## config.mk

```make
export PLATFORM = sky130hd
export DESIGN_NAME = bfpc_ctrl
export DESIGN_NICKNAME = d
export VERILOG_FILES = /design/src/bfpc_pkg.sv /design/src/bfpc_ctrl.sv
export SDC_FILE = /design/constraint.sdc
export NUM_CORES = 1
export LEC_CHECK = 0
export ABC_AREA = 0
export BUFFER_PORTS_ARGS = -buffer_cell sky130_fd_sc_hd__buf_2
export CAP_MARGIN = 10
export CELL_PAD_IN_SITES_DETAIL_PLACEMENT = 1
export CELL_PAD_IN_SITES_GLOBAL_PLACEMENT = 2
export CORE_MARGIN = 4
export CORE_UTILIZATION = 26
export DETAILED_ROUTE_END_ITERATION = 8
export GPL_TIMING_DRIVEN = 0
export PLACE_DENSITY = 0.8
export SLEW_MARGIN = 20
export SYNTH_ARGS = -nofsm -noshare
export SYNTH_HDL_FRONTEND = slang
export SYNTH_SLANG_ARGS = --single-unit
```

## constraint.sdc

```tcl
create_clock -name i_clk -period 1.6 [get_ports i_clk]
set_input_delay 0 -clock i_clk [delete_from_list [all_inputs] [get_ports i_clk]]
set_output_delay 0 -clock i_clk [all_outputs]
set_load 0.005 [all_outputs]
```

## src/bfpc_pkg.sv

```systemverilog
// Package for the body-frame position command block: types, codes, constants and the
// CORDIC arctangent table. Used by the controller, the datapath and the top.

package bfpc_pkg;

    // Default values for the top-level parameters.
    localparam int FRAC_BITS_DEF    = 16;
    localparam int CORDIC_STEPS_DEF = 18;

    // Inverse CORDIC gain in Q30 and guard bits for the rotation.
    localparam logic [32:0] INV_GAIN_Q30 = 33'd652032874;
    localparam int          GUARD        = 8;
    localparam int          INV_SHIFT    = 30 - GUARD;

    // Divide-by-ten unit: floor(n/10) = floor(n * ceil(2^38/10) / 2^38), exact for
    // every numerator below 2^34. The numerator is multiplied in two halves.
    localparam int                 DIV_W       = 34;
    localparam int                 DIV_HALF    = DIV_W / 2;
    localparam int                 RECIP_W     = 35;
    localparam logic [RECIP_W-1:0] RECIP_TEN   = 35'd27487790695;
    localparam int                 RECIP_SHIFT = 38;
    localparam int                 DIV_STEPS   = 3;

    // Reset values of the configuration registers.
    localparam logic signed [31:0] TARGET_RST  = 32'sd0;
    localparam logic [30:0]        MAXCOR_RST  = 31'd65536;
    localparam logic signed [31:0] BASEALT_RST = 32'sd65536;

    // Configuration register indexes.
    typedef enum logic [2:0] {
        CFG_TARGET_X  = 3'd0,
        CFG_TARGET_Y  = 3'd1,
        CFG_MAX_CORR  = 3'd2,
        CFG_ROBOT_MOD = 3'd3,
        CFG_BASE_ALT  = 3'd4
    } t_cfg_idx;

    // Operand pairs for the shared multiplier.
    typedef enum logic [2:0] {
        MUL_WZ = 3'd0,
        MUL_XY = 3'd1,
        MUL_YY = 3'd2,
        MUL_ZZ = 3'd3,
        MUL_EX = 3'd4,
        MUL_EY = 3'd5
    } t_mul_sel;

    // Controller states.
    typedef enum logic [3:0] {
        ST_IDLE,
        ST_MUL,
        ST_VEC,
        ST_RINIT,
        ST_ROT,
        ST_POST,
        ST_SUM,
        ST_DIV,
        ST_DONE
    } t_state;

    // Commands from the controller to the datapath.
    typedef struct packed {
        logic     load;
        logic     mul_en;
        t_mul_sel mul_sel;
        logic     vec_init;
        logic     rot_init;
        logic     cordic_step;
        logic     vec_mode;
        logic [4:0] step_idx;
        logic     post;
        logic     sum;
        logic     div_step;
        logic     out_load;
    } t_dp_cmd;

    // Arctangent of 2^-i as a 32-bit binary angle.
    function automatic logic [31:0] atan_lut(input logic [4:0] idx);
        logic [31:0] v;
        unique case (idx)
            5'd0:  v = 32'h20000000;
            5'd1:  v = 32'h12E4051E;
            5'd2:  v = 32'h09FB385B;
            5'd3:  v = 32'h051111D4;
            5'd4:  v = 32'h028B0D43;
            5'd5:  v = 32'h0145D7E1;
            5'd6:  v = 32'h00A2F61E;
            5'd7:  v = 32'h00517C55;
            5'd8:  v = 32'h0028BE53;
            5'd9:  v = 32'h00145F2F;
            5'd10: v = 32'h000A2F98;
            5'd11: v = 32'h000517CC;
            5'd12: v = 32'h00028BE6;
            5'd13: v = 32'h000145F3;
            5'd14: v = 32'h0000A2FA;
            5'd15: v = 32'h0000517D;
            5'd16: v = 32'h000028BE;
            5'd17: v = 32'h0000145F;
            5'd18: v = 32'h00000A30;
            5'd19: v = 32'h00000518;
            5'd20: v = 32'h0000028C;
            5'd21: v = 32'h00000146;
            5'd22: v = 32'h000000A3;
            5'd23: v = 32'h00000051;
            5'd24: v = 32'h00000029;
            5'd25: v = 32'h00000014;
            5'd26: v = 32'h0000000A;
            5'd27: v = 32'h00000005;
            5'd28: v = 32'h00000003;
            5'd29: v = 32'h00000001;
            5'd30: v = 32'h00000001;
            default: v = 32'h00000000;
        endcase
        return v;
    endfunction

endpackage

```

## src/bfpc_ctrl.sv

```systemverilog
// Controller state machine: sequences multiplies, CORDIC steps and the divider.
// Depends on bfpc_pkg for the state type and the datapath command struct.

module bfpc_ctrl #(
    parameter int CORDIC_STEPS = bfpc_pkg::CORDIC_STEPS_DEF
) (
    input  logic              i_clk,
    input  logic              i_rst_n,
    input  logic              i_in_valid,
    output logic              o_in_ready,
    output logic              o_out_valid,
    input  logic              i_out_ready,
    output bfpc_pkg::t_dp_cmd o_cmd
);

    localparam int MUL_LAST = 6;
    localparam int LIM_A    = (CORDIC_STEPS > bfpc_pkg::DIV_STEPS) ?
                              CORDIC_STEPS : bfpc_pkg::DIV_STEPS;
    localparam int LIM      = (LIM_A > MUL_LAST) ? LIM_A : MUL_LAST;
    localparam int CNT_W    = $clog2(LIM + 1);

    bfpc_pkg::t_state r_state, n_state;
    logic [CNT_W-1:0] r_cnt, n_cnt;
    logic             r_out_valid, n_out_valid;
    logic             out_free;

    assign out_free = !r_out_valid || i_out_ready;

    // State and counter registers.
    always_ff @(posedge i_clk) begin
        if (!i_rst_n) begin
            r_state     <= bfpc_pkg::ST_IDLE;
            r_cnt       <= '0;
            r_out_valid <= 1'b0;
        end else begin
            r_state     <= n_state;
            r_cnt       <= n_cnt;
            r_out_valid <= n_out_valid;
        end
    end

    // Next state and counter.
    always_comb begin
        n_state = r_state;
        n_cnt   = r_cnt;
        unique case (r_state)
            bfpc_pkg::ST_IDLE: begin
                if (i_in_valid) begin
                    n_state = bfpc_pkg::ST_MUL;
                    n_cnt   = '0;
                end
            end
            bfpc_pkg::ST_MUL: begin
                if (r_cnt == CNT_W'(MUL_LAST)) begin
                    n_state = bfpc_pkg::ST_VEC;
                    n_cnt   = '0;
                end else begin
                    n_cnt = r_cnt + 1'b1;
                end
            end
            bfpc_pkg::ST_VEC: begin
                if (r_cnt == CNT_W'(CORDIC_STEPS - 1)) begin
                    n_state = bfpc_pkg::ST_RINIT;
                    n_cnt   = '0;
                end else begin
                    n_cnt = r_cnt + 1'b1;
                end
            end
            bfpc_pkg::ST_RINIT: begin
                n_state = bfpc_pkg::ST_ROT;
                n_cnt   = '0;
            end
            bfpc_pkg::ST_ROT: begin
                if (r_cnt == CNT_W'(CORDIC_STEPS - 1)) begin
                    n_state = bfpc_pkg::ST_POST;
                    n_cnt   = '0;
                end else begin
                    n_cnt = r_cnt + 1'b1;
                end
            end
            bfpc_pkg::ST_POST: begin
                n_state = bfpc_pkg::ST_SUM;
            end
            bfpc_pkg::ST_SUM: begin
                n_state = bfpc_pkg::ST_DIV;
                n_cnt   = '0;
            end
            bfpc_pkg::ST_DIV: begin
                if (r_cnt == CNT_W'(bfpc_pkg::DIV_STEPS - 1)) begin
                    n_state = bfpc_pkg::ST_DONE;
                    n_cnt   = '0;
                end else begin
                    n_cnt = r_cnt + 1'b1;
                end
            end
            bfpc_pkg::ST_DONE: begin
                if (out_free) begin
                    n_state = bfpc_pkg::ST_IDLE;
                end
            end
            default: begin
                n_state = bfpc_pkg::ST_IDLE;
            end
        endcase
    end

    // Commands, handshake outputs and the output valid flag.
    always_comb begin
        o_cmd       = '0;
        o_in_ready  = 1'b0;
        n_out_valid = r_out_valid && !i_out_ready;
        o_cmd.step_idx = 5'(r_cnt);
        unique case (r_state)
            bfpc_pkg::ST_IDLE: begin
                o_in_ready = 1'b1;
                o_cmd.load = i_in_valid;
            end
            bfpc_pkg::ST_MUL: begin
                o_cmd.mul_en   = (r_cnt != CNT_W'(MUL_LAST));
                o_cmd.mul_sel  = bfpc_pkg::t_mul_sel'(r_cnt[2:0]);
                o_cmd.vec_init = (r_cnt == CNT_W'(MUL_LAST));
            end
            bfpc_pkg::ST_VEC: begin
                o_cmd.cordic_step = 1'b1;
                o_cmd.vec_mode    = 1'b1;
            end
            bfpc_pkg::ST_RINIT: begin
                o_cmd.rot_init = 1'b1;
            end
            bfpc_pkg::ST_ROT: begin
                o_cmd.cordic_step = 1'b1;
            end
            bfpc_pkg::ST_POST: begin
                o_cmd.post = 1'b1;
            end
            bfpc_pkg::ST_SUM: begin
                o_cmd.sum = 1'b1;
            end
            bfpc_pkg::ST_DIV: begin
                o_cmd.div_step = 1'b1;
            end
            bfpc_pkg::ST_DONE: begin
                if (out_free) begin
                    o_cmd.out_load = 1'b1;
                    n_out_valid    = 1'b1;
                end
            end
            default: begin
                o_cmd = '0;
            end
        endcase
    end

    assign o_out_valid = r_out_valid;

endmodule

```

Word level (Yosys, flattened, before mapping):

Index checks and enable logic that the tools add are counted.

* add/sub/neg operators: 1
* multiply operators: 0
* divide/modulo/power cells: 0
* order comparisons: 0
* equal/unequal tests: 18
* shift operators: 0
* multiplexer cells: 26
* bitwise gates (word level): 0
* reductions and logical operators: 11

Operators by type and width (number)
* 4-bit one-hot mux with 9 select lines: 1
* 5-bit two-way mux: 6
* 5-bit one-hot mux with 5 select lines: 1
* 4-bit two-way mux: 6
* 4-bit by 3-bit equality test with 1-bit output, second input constant: 4
* 1-bit two-way mux: 12
* 2-bit inequality test, second input constant: 6
* 9-bit OR reduction: 1
* 4-bit by 2-bit equality test with 1-bit output, second input constant: 2
* 6-bit AND reduction: 1
* 5-bit by 1-bit adder with 5-bit output, second input constant: 1
* 5-bit by 2-bit equality test with 1-bit output, second input constant: 1
* 5-bit by 3-bit equality test with 1-bit output, second input constant: 1
* 5-bit equality test, second input constant: 1
* 5-bit by 3-bit inequality test with 1-bit output, second input constant: 1
* 5-bit nonzero test: 1
* 4-bit by 1-bit equality test with 1-bit output, second input constant: 1
* 4-bit equality test, second input constant: 1
* 4-bit zero test: 1
* 2-bit OR reduction: 2
* 1-bit zero test: 2
* 2-bit AND reduction: 1
* 1-bit logical AND: 1
* 1-bit logical OR: 1

* register bits: 10
* bits in latches: 0
* memory bits (writable): 0
* ROM bits: 0
* input bits: 4
* output and inout bits: 20
* memories kept: 0

Logic depth before layout (Yosys ltp):

Gate-level depths: netlist of run 1.

* depth in word-level cells: 4
* depth in mapped cells: 6

Worst setup path after synthesis of run 1:

OpenSTA, ideal clock, no wires.

* path kind: register to register
* start: register r_state[0]
* end: register r_state[1]
* data arrival time: 1.535 ns
* data required time: 1.480 ns
* setup slack: -0.055 ns
* cell stages (with the launch flop): 6
* clock period less this slack: 1.655 ns
* cells stage by stage: dfxtp_1 buf_6 or4b_4 o22ai_4 nor4_1 o31a_1

* cells in the longest elaborated chain, start to end: 3

Ends and longest elaborated chain
* from (decl): RTL line bfpc_ctrl.sv:22 `bfpc_pkg::t_state r_state, n_state;`
* from (signal assigned): RTL line bfpc_ctrl.sv:32 `r_state <= bfpc_pkg::ST_IDLE;`
* from (signal assigned): RTL line bfpc_ctrl.sv:36 `r_state <= n_state;`
* 4-bit by 3-bit equality test with 1-bit output, or another cell as far along: RTL line bfpc_ctrl.sv:46 `unique case (r_state)`
* 2-bit inequality test (no line)
* 6-bit AND reduction (no line)

Several ways; a longest one is shown, not always the timed one.
A chain may end at the register's enable or synchronous reset.

Final worst setup path of run 1:

* start: register r_state[3]
* end: register r_cnt[0]

* cells in the longest elaborated chain, start to end: 4

Ends and longest elaborated chain
* 4-bit by 3-bit equality test with 1-bit output or 4-bit by 2-bit equality test with 1-bit output (tied branches): RTL line bfpc_ctrl.sv:46
* 2-bit OR reduction (no line)
* 5-bit nonzero test (no line)
* 2-bit AND reduction (no line)
* to (signal assigned): RTL line bfpc_ctrl.sv:37 `r_cnt <= n_cnt;`
* to (decl): RTL line bfpc_ctrl.sv:23 `logic [CNT_W-1:0] r_cnt, n_cnt;`

Several ways; a longest one is shown, not always the timed one.

==> summary.json, run 1 <==
{
  "drt_drc_violations_left": {"value": 0},
  "avgRoutedWirePerCell": {"value": 16.0, "unit": "µm"},
  "power.clock.fraction": {"value": 0.101},
  "numCtsBuffers": {"value": 3},
  "crit_family": {"value": "simple AND/OR/NAND/NOR gates"},
  "warnings_from_yosys": {"value": 0},
  "min_path_type": {"value": "input pin to flip-flop"},
  "failed_checks": {"value": "negative setup slack"},
  "crit_slowest_cell": {"value": "sky130_fd_sc_hd__or4b_4"},
  "final_util": {"value": 0.426},
  "antenna_violating_nets_post_route": {"value": 0},
  "worst-path-max-fanout": {"value": 5},
  "tightest_slew": {"value": 0.360, "unit": "ns"},
  "slew-limit-headroom": {"value": 0.758},
  "gp_congestion": {"value": 0.752},
  "synth_ff_type": {"value": "sky130_fd_sc_hd__dfxtp_1"},
  "mappedNetlistArea": {"value": 847, "unit": "µm²"},
  "critPathBufInv": {"value": 1},
  "p_int": {"value": 1.06, "unit": "mW"},
  "p_per_area": {"value": 1420, "unit": "mW/mm²"},
  "period_utilisation_layout": {"value": 1.03},
  "final.min_clock_period": {"value": 1.65, "unit": "ns"},
  "postSynth.asyncResetShare": {"value": 0},
  "netSwitchingFraction": {"value": 0.429},
  "die_w": {"value": 65.1, "unit": "µm"},
  "wp_depth": {"value": 5},
  "required": {"value": 1.79, "unit": "ns"},
  "detail_route.first_pass.iterations": {"value": 4},
  "detail_route.wirelength": {"value": 2.97, "unit": "mm"},
  "syn_nets": {"value": 108},
  "ys_seq_area_frac": {"value": 0.236},
  "outcome": {"value": "complete, but fails checks"},
  "report.final.setup_viol": {"value": 6},
  "maximum_number_of_pins_on_one_net_before_global_route_repair": {"value": 11},
  "synth_simple_gate_area_share": {"value": 0.383},
  "syn-instance-count": {"value": 101},
  "number_of_global_route_vias_before_repair": {"value": 968},
  "power_switching": {"value": 799, "unit": "µW"},
  "hold_depth": {"value": 3},
  "area_used_by_multi_input_combinational_logic": {"value": 664, "unit": "µm²"},
  "floorplan.rows": {"value": 20},
  "core-area": {"value": 0.00308, "unit": "mm²"},
  "finalHoldViolCount": {"value": 0},
  "grt_overflow": {"value": 0},
  "fin_nets": {"value": 151},
  "achievable-frequency": {"value": 605, "unit": "MHz"},
  "crit_path_end_kind": {"value": "flip-flop"},
  "synth_top_family_by_area": {"value": "simple AND/OR/NAND/NOR gates"},
  "dieArea": {"value": 0.00424, "unit": "mm²"},
  "syn_avg_cell_area": {"value": 8.39, "unit": "µm²"},
  "final_critical_path_setup_slack": {"value": -0.0531, "unit": "ns"},
  "grt.total_usage": {"value": 0.145},
  "path_cells": {"value": "or4b_4 > o22ai_4 > buf_12 > nor3_2 > a211oi_2"},
  "rsz0062_at_grt": {"value": "true"},
  "avgViaCountPerCell": {"value": 5.03},
  "dpl_worst_slack": {"value": -0.240, "unit": "ns"},
  "number_of_antenna_violations_at_the_first_check_in_global_routing": {"value": 0},
  "synth-edff-count": {"value": 0},
  "timing.reg2reg.worst_path_depth": {"value": 5},
  "layout.area.seq": {"value": 211, "unit": "µm²"},
  "finalClockSkew": {"value": 0.00536, "unit": "ns"},
  "starting_density_of_the_core": {"value": 0.275},
  "clock-root-buffer": {"value": "sky130_fd_sc_hd__clkbuf_4"},
  "detail_route.iter0.violations": {"value": 58},
  "final-max-slew-violation-count": {"value": 0},
  "peakVddDrop": {"value": 432, "unit": "µV"},
  "vias": {"value": 936},
  "clockBufferDepth": {"value": 2},
  "share_of_cells_above_drive_strength_1": {"value": 0.570},
  "ys_seq_elements": {"value": 10},
  "timing.critical_path.from_type": {"value": "flip-flop"},
  "io-pin-count": {"value": 24},
  "synth.distinct_cells": {"value": 37},
  "filler_cell_count": {"value": 381},
  "hpwlAfterDp": {"value": 1.99, "unit": "mm"},
  "clock_sinks": {"value": 10},
  "tritoncts_clock_tree": {"value": "yes"},
  "path_clk_slew": {"value": 0.08, "unit": "ns"},
  "leakagePower": {"value": 0.578, "unit": "nW"},
  "num_antenna_cells": {"value": 0},
  "clk_latency": {"value": 0.27, "unit": "ns"},
  "synthXorXnorAreaFrac": {"value": 0.0207},
  "die_height": {"value": 65.1, "unit": "µm"},
  "synth-compound-area-share": {"value": 0.176},
  "critical_path.max_stage_delay": {"value": 0.57, "unit": "ns"},
  "synth-adder-area-share": {"value": 0.0443},
  "portBuffers": {"value": 22},
  "grt_pass1_wl": {"value": 4.80, "unit": "mm"},
  "total_power": {"value": 1.86, "unit": "mW"},
  "critPathKind": {"value": "flip-flop to flip-flop"},
  "area.growth.synth_to_final": {"value": 54.9, "unit": "%"},
  "critPathArrivalTime": {"value": 1.84, "unit": "ns"},
  "htreeDepth": {"value": 1},
  "cts-hold-fix-buffers": {"value": 0},
  "yosys-mux-area-fraction": {"value": 0.0236},
  "power.share.combinational": {"value": 0.702},
  "seq_power_share": {"value": 0.196},
  "number_of_max_capacitance_violations_reported": {"value": 0}
}
## worst paths after layout
| check | start | slack [ns] | to |
|---|---|---|---|
| setup / recovery | r_state[3] | -0.05 | r_cnt[0] |
| hold / removal | i_out_ready | 0.05 | o_out_valid |
| setup reg to reg | r_state[3] | -0.05 | r_cnt[0] |
| hold reg to reg | o_out_valid | 0.53 | o_out_valid |
## cell usage after synthesis, drive strengths merged (2+ instances only)
library cell,number,area share
dfxtp,10,0.24
a21oi,8,0.047
nor3,8,0.047
nand2,7,0.031
and2,6,0.044
nor2,6,0.027
clkbuf,5,0.059
o21ai,5,0.030
inv,4,0.018
nor2b,4,0.030
nor4,4,0.047
o22ai,4,0.046
ha,3,0.044
a211oi,2,0.024
and4bb,2,0.030
buf,2,0.027
mux2i,2,0.024
nand2b,2,0.018
nand3,2,0.012
nor3b,2,0.018
nor4b,2,0.028
or3,2,0.018
xnor2,2,0.021
## routing by layer
layer,part of all wire,vias up,wire (µm),GRT usage
met4,0.015,0,45,0.0544
met2,0.50,19,1490,0.249
met1,0.45,468,1350,0.187
met5,0,-,0,0
met3,0.029,5,87,0.0121
li1,-,444,-,-
## power groups by stage
stage	logic (mW)	registers [mW]	clock network [mW]
finish	1.31	0.366	0.189
global route	1.41	0.373	0.205
CTS	1.15	0.362	0.186
detailed placement	0.853	0.350	0
global placement	0.829	0.345	0
floorplan	0.615	0.337	0
## timing repair
item,4_1_cts,5_1_grt
setup endpoints to repair,14,17
gates resized for setup,20,20
setup buffers,12,5
pin swaps,10,11
## cells by family (layout without fill, tap and decap cells)
family	count (synthesis)	in the layout
flops	10	10
mux	2	2
simple gates	50	50
compound gates	22	22
buf+inv	12	53
fa+ha+maj	3	3
xor+xnor	2	2
## placed cells by master (no fill, tap or decap), types with 3 or more instances in the layout
cell type and instances:
sky130_fd_sc_hd__buf_2 22, sky130_fd_sc_hd__buf_4 12, sky130_fd_sc_hd__a21oi_1 7, sky130_fd_sc_hd__nor3_1 6, sky130_fd_sc_hd__nand2_1 6, sky130_fd_sc_hd__and2_1 6
sky130_fd_sc_hd__buf_6 5, sky130_fd_sc_hd__dfxtp_1 5, sky130_fd_sc_hd__clkbuf_4 4, sky130_fd_sc_hd__nor2_1 4, sky130_fd_sc_hd__nor2b_1 4, sky130_fd_sc_hd__clkbuf_8 3
sky130_fd_sc_hd__o21ai_0 3, sky130_fd_sc_hd__dfxtp_2 3
## stage by stage
| stage | hold slack (ns) | instance area (µm²) | TNS, ns | cells |
|---|---|---|---|---|
| 6_report | 0.0515 | 1310 | -0.207 | 186 |
| 5_1_grt | 0.0962 | 1310 | -0.845 | 186 |
| 4_1_cts | 0.0514 | 1200 | -0.352 | 182 |
| 3_5_place_dp | 0.322 | 1010 | -1.16 | 167 |
| 3_3_place_gp | 0.307 | 1010 | -0.742 | 167 |
| 2_1_floorplan | 0.110 | 847 | -0.0292 | 101 |
## worst min-delay path, stage by stage
cell	delay (ns)
sky130_fd_sc_hd__buf_2	0.07
sky130_fd_sc_hd__nand2b_1	0.13
sky130_fd_sc_hd__a21oi_1	0.07
## area by class of cell
type,instances,area share
timing repair buffer,39,0.202
clock buffer,3,0.0172
tap,44,0.0419
multi-input combinational,79,0.506
sequential,10,0.161
inverter,4,0.0133
buffer,7,0.0582
## registers in the layout (all words and copies together) (netlist names)
signal       flops
r_state          4
r_cnt            5
o_out_valid      1
Note: power is estimated with default switching activity, not from simulation.
==> run 2, diff against run 1 <==
--- a/config.mk
+++ b/config.mk
@@ -15,6 +15,7 @@
 export DETAILED_ROUTE_END_ITERATION = 8
 export GPL_TIMING_DRIVEN = 0
 export PLACE_DENSITY = 0.8
+export REMOVE_ABC_BUFFERS = 1
 export SLEW_MARGIN = 20
 export SYNTH_ARGS = -nofsm -noshare
 export SYNTH_HDL_FRONTEND = slang
==> summary.json, run 2 (synthesis results as in run 1) <==
{
  "outcome": {"value": "complete, but fails checks", "change": "unchanged"},
  "failed_checks": {"value": "negative setup slack", "change": "unchanged"},
  "clk_latency": {"value": 0.26, "unit": "ns", "change": "was 0.27 ns"},
  "worst_setup_path_endpoint": {"value": "r_state[1]", "change": "was r_cnt[0]"},
  "number_of_max_capacitance_violations_reported": {"value": 0, "change": "unchanged"},
  "avgViaCountPerCell": {"value": 5.03, "change": "about the same"},
  "area.growth.synth_to_final": {"value": 45.9, "unit": "%", "change": "was 54.9%"},
  "die_w": {"value": 65.1, "unit": "µm", "change": "unchanged"},
  "detail_route.wirelength": {"value": 2.80, "unit": "mm", "change": "was 2.97 mm"},
  "design_area": {"value": 0.00124, "unit": "mm²", "change": "was 0.00131 mm²"},
  "period_utilisation_layout": {"value": 1.03, "change": "about the same"},
  "num_antenna_cells": {"value": 0, "change": "unchanged"},
  "hpwlAfterDp": {"value": 1.67, "unit": "mm", "change": "was 1.99 mm"},
  "dieArea": {"value": 0.00424, "unit": "mm²", "change": "unchanged"},
  "placedInstanceArea": {"value": 933, "unit": "µm²", "change": "was 0.00101 mm²"},
  "detail_route.iter0.violations": {"value": 24, "change": "was 58"},
  "share_of_cells_above_drive_strength_1": {"value": 0.543, "change": "was 0.570"},
  "final_util": {"value": 0.402, "change": "was 0.426"},
  "finalHoldViolCount": {"value": 0, "change": "unchanged"},
  "vias": {"value": 926, "change": "was 936"},
  "crit_slowest_cell": {"value": "sky130_fd_sc_hd__dfxtp_1", "change": "was sky130_fd_sc_hd__or4b_4"},
  "grt.total_usage": {"value": 0.140, "change": "was 0.145"},
  "critical_path.reg2reg.startpoint": {"value": "r_cnt[3]", "change": "was r_state[3]"},
  "crit_path_end_kind": {"value": "flip-flop", "change": "unchanged"},
  "grt_use_met1": {"value": 0.154, "change": "was 0.187"},
  "numPlacedInstances": {"value": 160, "change": "was 167"},
  "detail_route.first_pass.iterations": {"value": 4, "change": "unchanged"},
  "die_height": {"value": 65.1, "unit": "µm", "change": "unchanged"},
  "power_switching": {"value": 730, "unit": "µW", "change": "was 799 µW"},
  "required": {"value": 1.74, "unit": "ns", "change": "was 1.79 ns"},
  "final_critical_path_setup_slack": {"value": -0.0417, "unit": "ns", "change": "was -0.0531 ns"},
  "regToRegSetupSlack": {"value": -0.04, "unit": "ns", "change": "was -0.05 ns"},
  "numCtsBuffers": {"value": 3, "change": "unchanged"},
  "power.share.combinational": {"value": 0.689, "change": "was 0.702"},
  "critPathKind": {"value": "flip-flop to flip-flop", "change": "unchanged"},
  "clock-root-buffer": {"value": "sky130_fd_sc_hd__clkbuf_4", "change": "unchanged"},
  "global_route.usage.met3": {"value": 0.0156, "change": "was 0.0121"},
  "worst-path-max-fanout": {"value": 7, "change": "was 5"},
  "core-area": {"value": 0.00308, "unit": "mm²", "change": "unchanged"},
  "most_frequent_standard_cell_in_the_layout_excluding_fill_and_tap_cells": {"value": "sky130_fd_sc_hd__buf_2", "change": "unchanged"},
  "critical_path.max_stage_delay": {"value": 0.49, "unit": "ns", "change": "was 0.57 ns"},
  "htreeDepth": {"value": 1, "change": "unchanged"},
  "grt_overflow": {"value": 0, "change": "unchanged"},
  "critPathArrivalTime": {"value": 1.79, "unit": "ns", "change": "was 1.84 ns"},
  "final_cell_mix": {"value": "sky130_fd_sc_hd__buf_2, sky130_fd_sc_hd__buf_4, sky130_fd_sc_hd__nor3_1, sky130_fd_sc_hd__a21oi_1", "change": "was sky130_fd_sc_hd__buf_2, sky130_fd_sc_hd__buf_4, sky130_fd_sc_hd__a21oi_1"},
  "report.final.setup_viol": {"value": 3, "change": "was 6"},
  "clock_sinks": {"value": 10, "change": "unchanged"},
  "starting_density_of_the_core": {"value": 0.275, "change": "unchanged"},
  "layout.cells.non_filler": {"value": 184, "change": "was 186"},
  "seq_power_share": {"value": 0.215, "change": "was 0.196"},
  "crit_path_start": {"value": "r_cnt[3]", "change": "was r_state[3]"},
  "largest-register": {"value": "r_cnt", "change": "unchanged"},
  "drt_drc_violations_left": {"value": 0, "change": "unchanged"},
  "timing.critical_path.from_type": {"value": "flip-flop", "change": "unchanged"},
  "netSwitchingFraction": {"value": 0.418, "change": "was 0.429"},
  "total_power": {"value": 1.75, "unit": "mW", "change": "was 1.86 mW"},
  "cts-hold-fix-buffers": {"value": 0, "change": "unchanged"},
  "tritoncts_clock_tree": {"value": "yes", "change": "unchanged"},
  "power.clock.fraction": {"value": 0.096, "change": "was 0.101"},
  "number_of_antenna_violations_at_the_first_check_in_global_routing": {"value": 0, "change": "unchanged"},
  "floorplan.rows": {"value": 20, "change": "unchanged"},
  "final-max-slew-violation-count": {"value": 0, "change": "unchanged"},
  "avgRoutedWirePerCell": {"value": 15.2, "unit": "µm", "change": "was 16.0 µm"},
  "grt_pass1_wl": {"value": 4.68, "unit": "mm", "change": "was 4.80 mm"},
  "finalClockSkew": {"value": 0.00509, "unit": "ns", "change": "was 0.00536 ns"},
  "peakVddDrop": {"value": 308, "unit": "µV", "change": "was 432 µV"},
  "p_per_area": {"value": 1410, "unit": "mW/mm²", "change": "was 1420 mW/mm²"},
  "largest_register_ffs": {"value": 5, "change": "unchanged"},
  "wp_depth": {"value": 5, "change": "unchanged"},
  "final.min_clock_period": {"value": 1.64, "unit": "ns", "change": "was 1.65 ns"},
  "critPathBufInv": {"value": 1, "change": "unchanged"},
  "clockBufferDepth": {"value": 2, "change": "unchanged"},
  "globalRouteMet2Util": {"value": 0.276, "change": "was 0.249"},
  "antenna_violating_nets_post_route": {"value": 0, "change": "unchanged"},
  "p_int": {"value": 1.02, "unit": "mW", "change": "was 1.06 mW"},
  "number_of_global_route_vias_before_repair": {"value": 964, "change": "was 968"},
  "path_clk_slew": {"value": 0.07, "unit": "ns", "change": "was 0.08 ns"},
  "leakagePower": {"value": 0.544, "unit": "nW", "change": "was 0.578 nW"},
  "io-pin-count": {"value": 24, "change": "unchanged"},
  "crit_family": {"value": "simple AND/OR/NAND/NOR gates", "change": "unchanged"},
  "path_cells": {"value": "and4bb_2 > nor4_4 > buf_6 > nor4_2 > o31a_1", "change": "was or4b_4 > o22ai_4 > buf_12 > nor3_2 > a211oi_2"},
  "capture_instance_of_the_worst_register_to_register_path": {"value": "r_state[1]", "change": "was r_cnt[0]"},
  "min_path_type": {"value": "input pin to flip-flop", "change": "unchanged"},
  "achievable-frequency": {"value": 609, "unit": "MHz", "change": "was 605 MHz"},
  "timing.reg2reg.worst_path_depth": {"value": 5, "change": "unchanged"},
  "slew-limit-headroom": {"value": 0.747, "change": "was 0.758"},
  "global_route.peak_usage_layer": {"value": "met2", "change": "unchanged"},
  "rsz0062_at_grt": {"value": "true", "change": "unchanged"},
  "maximum_number_of_pins_on_one_net_before_global_route_repair": {"value": 12, "change": "was 11"},
  "fin_nets": {"value": 149, "change": "was 151"},
  "filler_cell_count": {"value": 383, "change": "was 381"},
  "tightest_slew": {"value": 0.374, "unit": "ns", "change": "was 0.360 ns"},
  "portBuffers": {"value": 23, "change": "was 22"},
  "gp_congestion": {"value": 0.844, "change": "was 0.752"}
}
-- run 2: changes by cell type in the layout (fill, tap and decap cells not counted), sizes merged --
cell           before  now
buf                40   44
clkdlybuf4s50       1    0
clkbuf              8    3
-- run 2: how the worst min path moves through the flow --
stage	cells after the start	slack (ns)	endpoint	from
after global routing	2	0.05	r_state[1]	i_rst_n
after floorplan	1	0.11	o_cmd[17]	i_in_valid
after CTS	2	0.04	r_state[1]	i_rst_n
after global placement	3	0.30	o_cmd[17]	i_in_valid
final	2	0.05	r_state[1]	i_rst_n
after detailed placement	3	0.32	o_cmd[17]	i_in_valid
-- run 2: repair_timing --
item	in CTS	in global routing
resized for setup	20	16
gates cloned	0	0
setup endpoints to repair	17	16
pin swaps	5	1
setup buffers	21	0
-- run 2: layout make-up --
type	instances	area, µm²	share of cell area
well taps	44	55.1	0.0445
flip-flops and latches	10	224	0.181
clock buffers	3	22.5	0.0182
repair buffers	44	284	0.230
multi-input cells	79	631	0.510
inverters	4	20.0	0.0162
-- run 2: routing by layer --
layer | routed length [µm] | vias up
li1 | - | 444
met1 | 1200 | 459
met2 | 1460 | 21
met3 | 119 | 2
met4 | 19 | 0
met5 | 0 | -
-- run 2: through the flow --
step | hold WS [ns] | TNS [ns] | worst slack (ns)
finish | 0.0486 | -0.0662 | -0.0417
global route | 0.0488 | -0.595 | -0.128
CTS | 0.0378 | -0.0389 | -0.0264
detailed placement | 0.322 | -2.90 | -0.479
global placement | 0.302 | -2.75 | -0.458
floorplan | 0.110 | -1.02 | -0.272
-- run 2: power by group through the flow --
stage	registers, mW	clock network, mW	logic [mW]
after CTS	0.361	0.175	1.06
after detailed placement	0.430	0	0.661
after global placement	0.427	0	0.636
final	0.376	0.167	1.20
after floorplan	0.397	0	0.469
after global routing	0.385	0.189	1.30
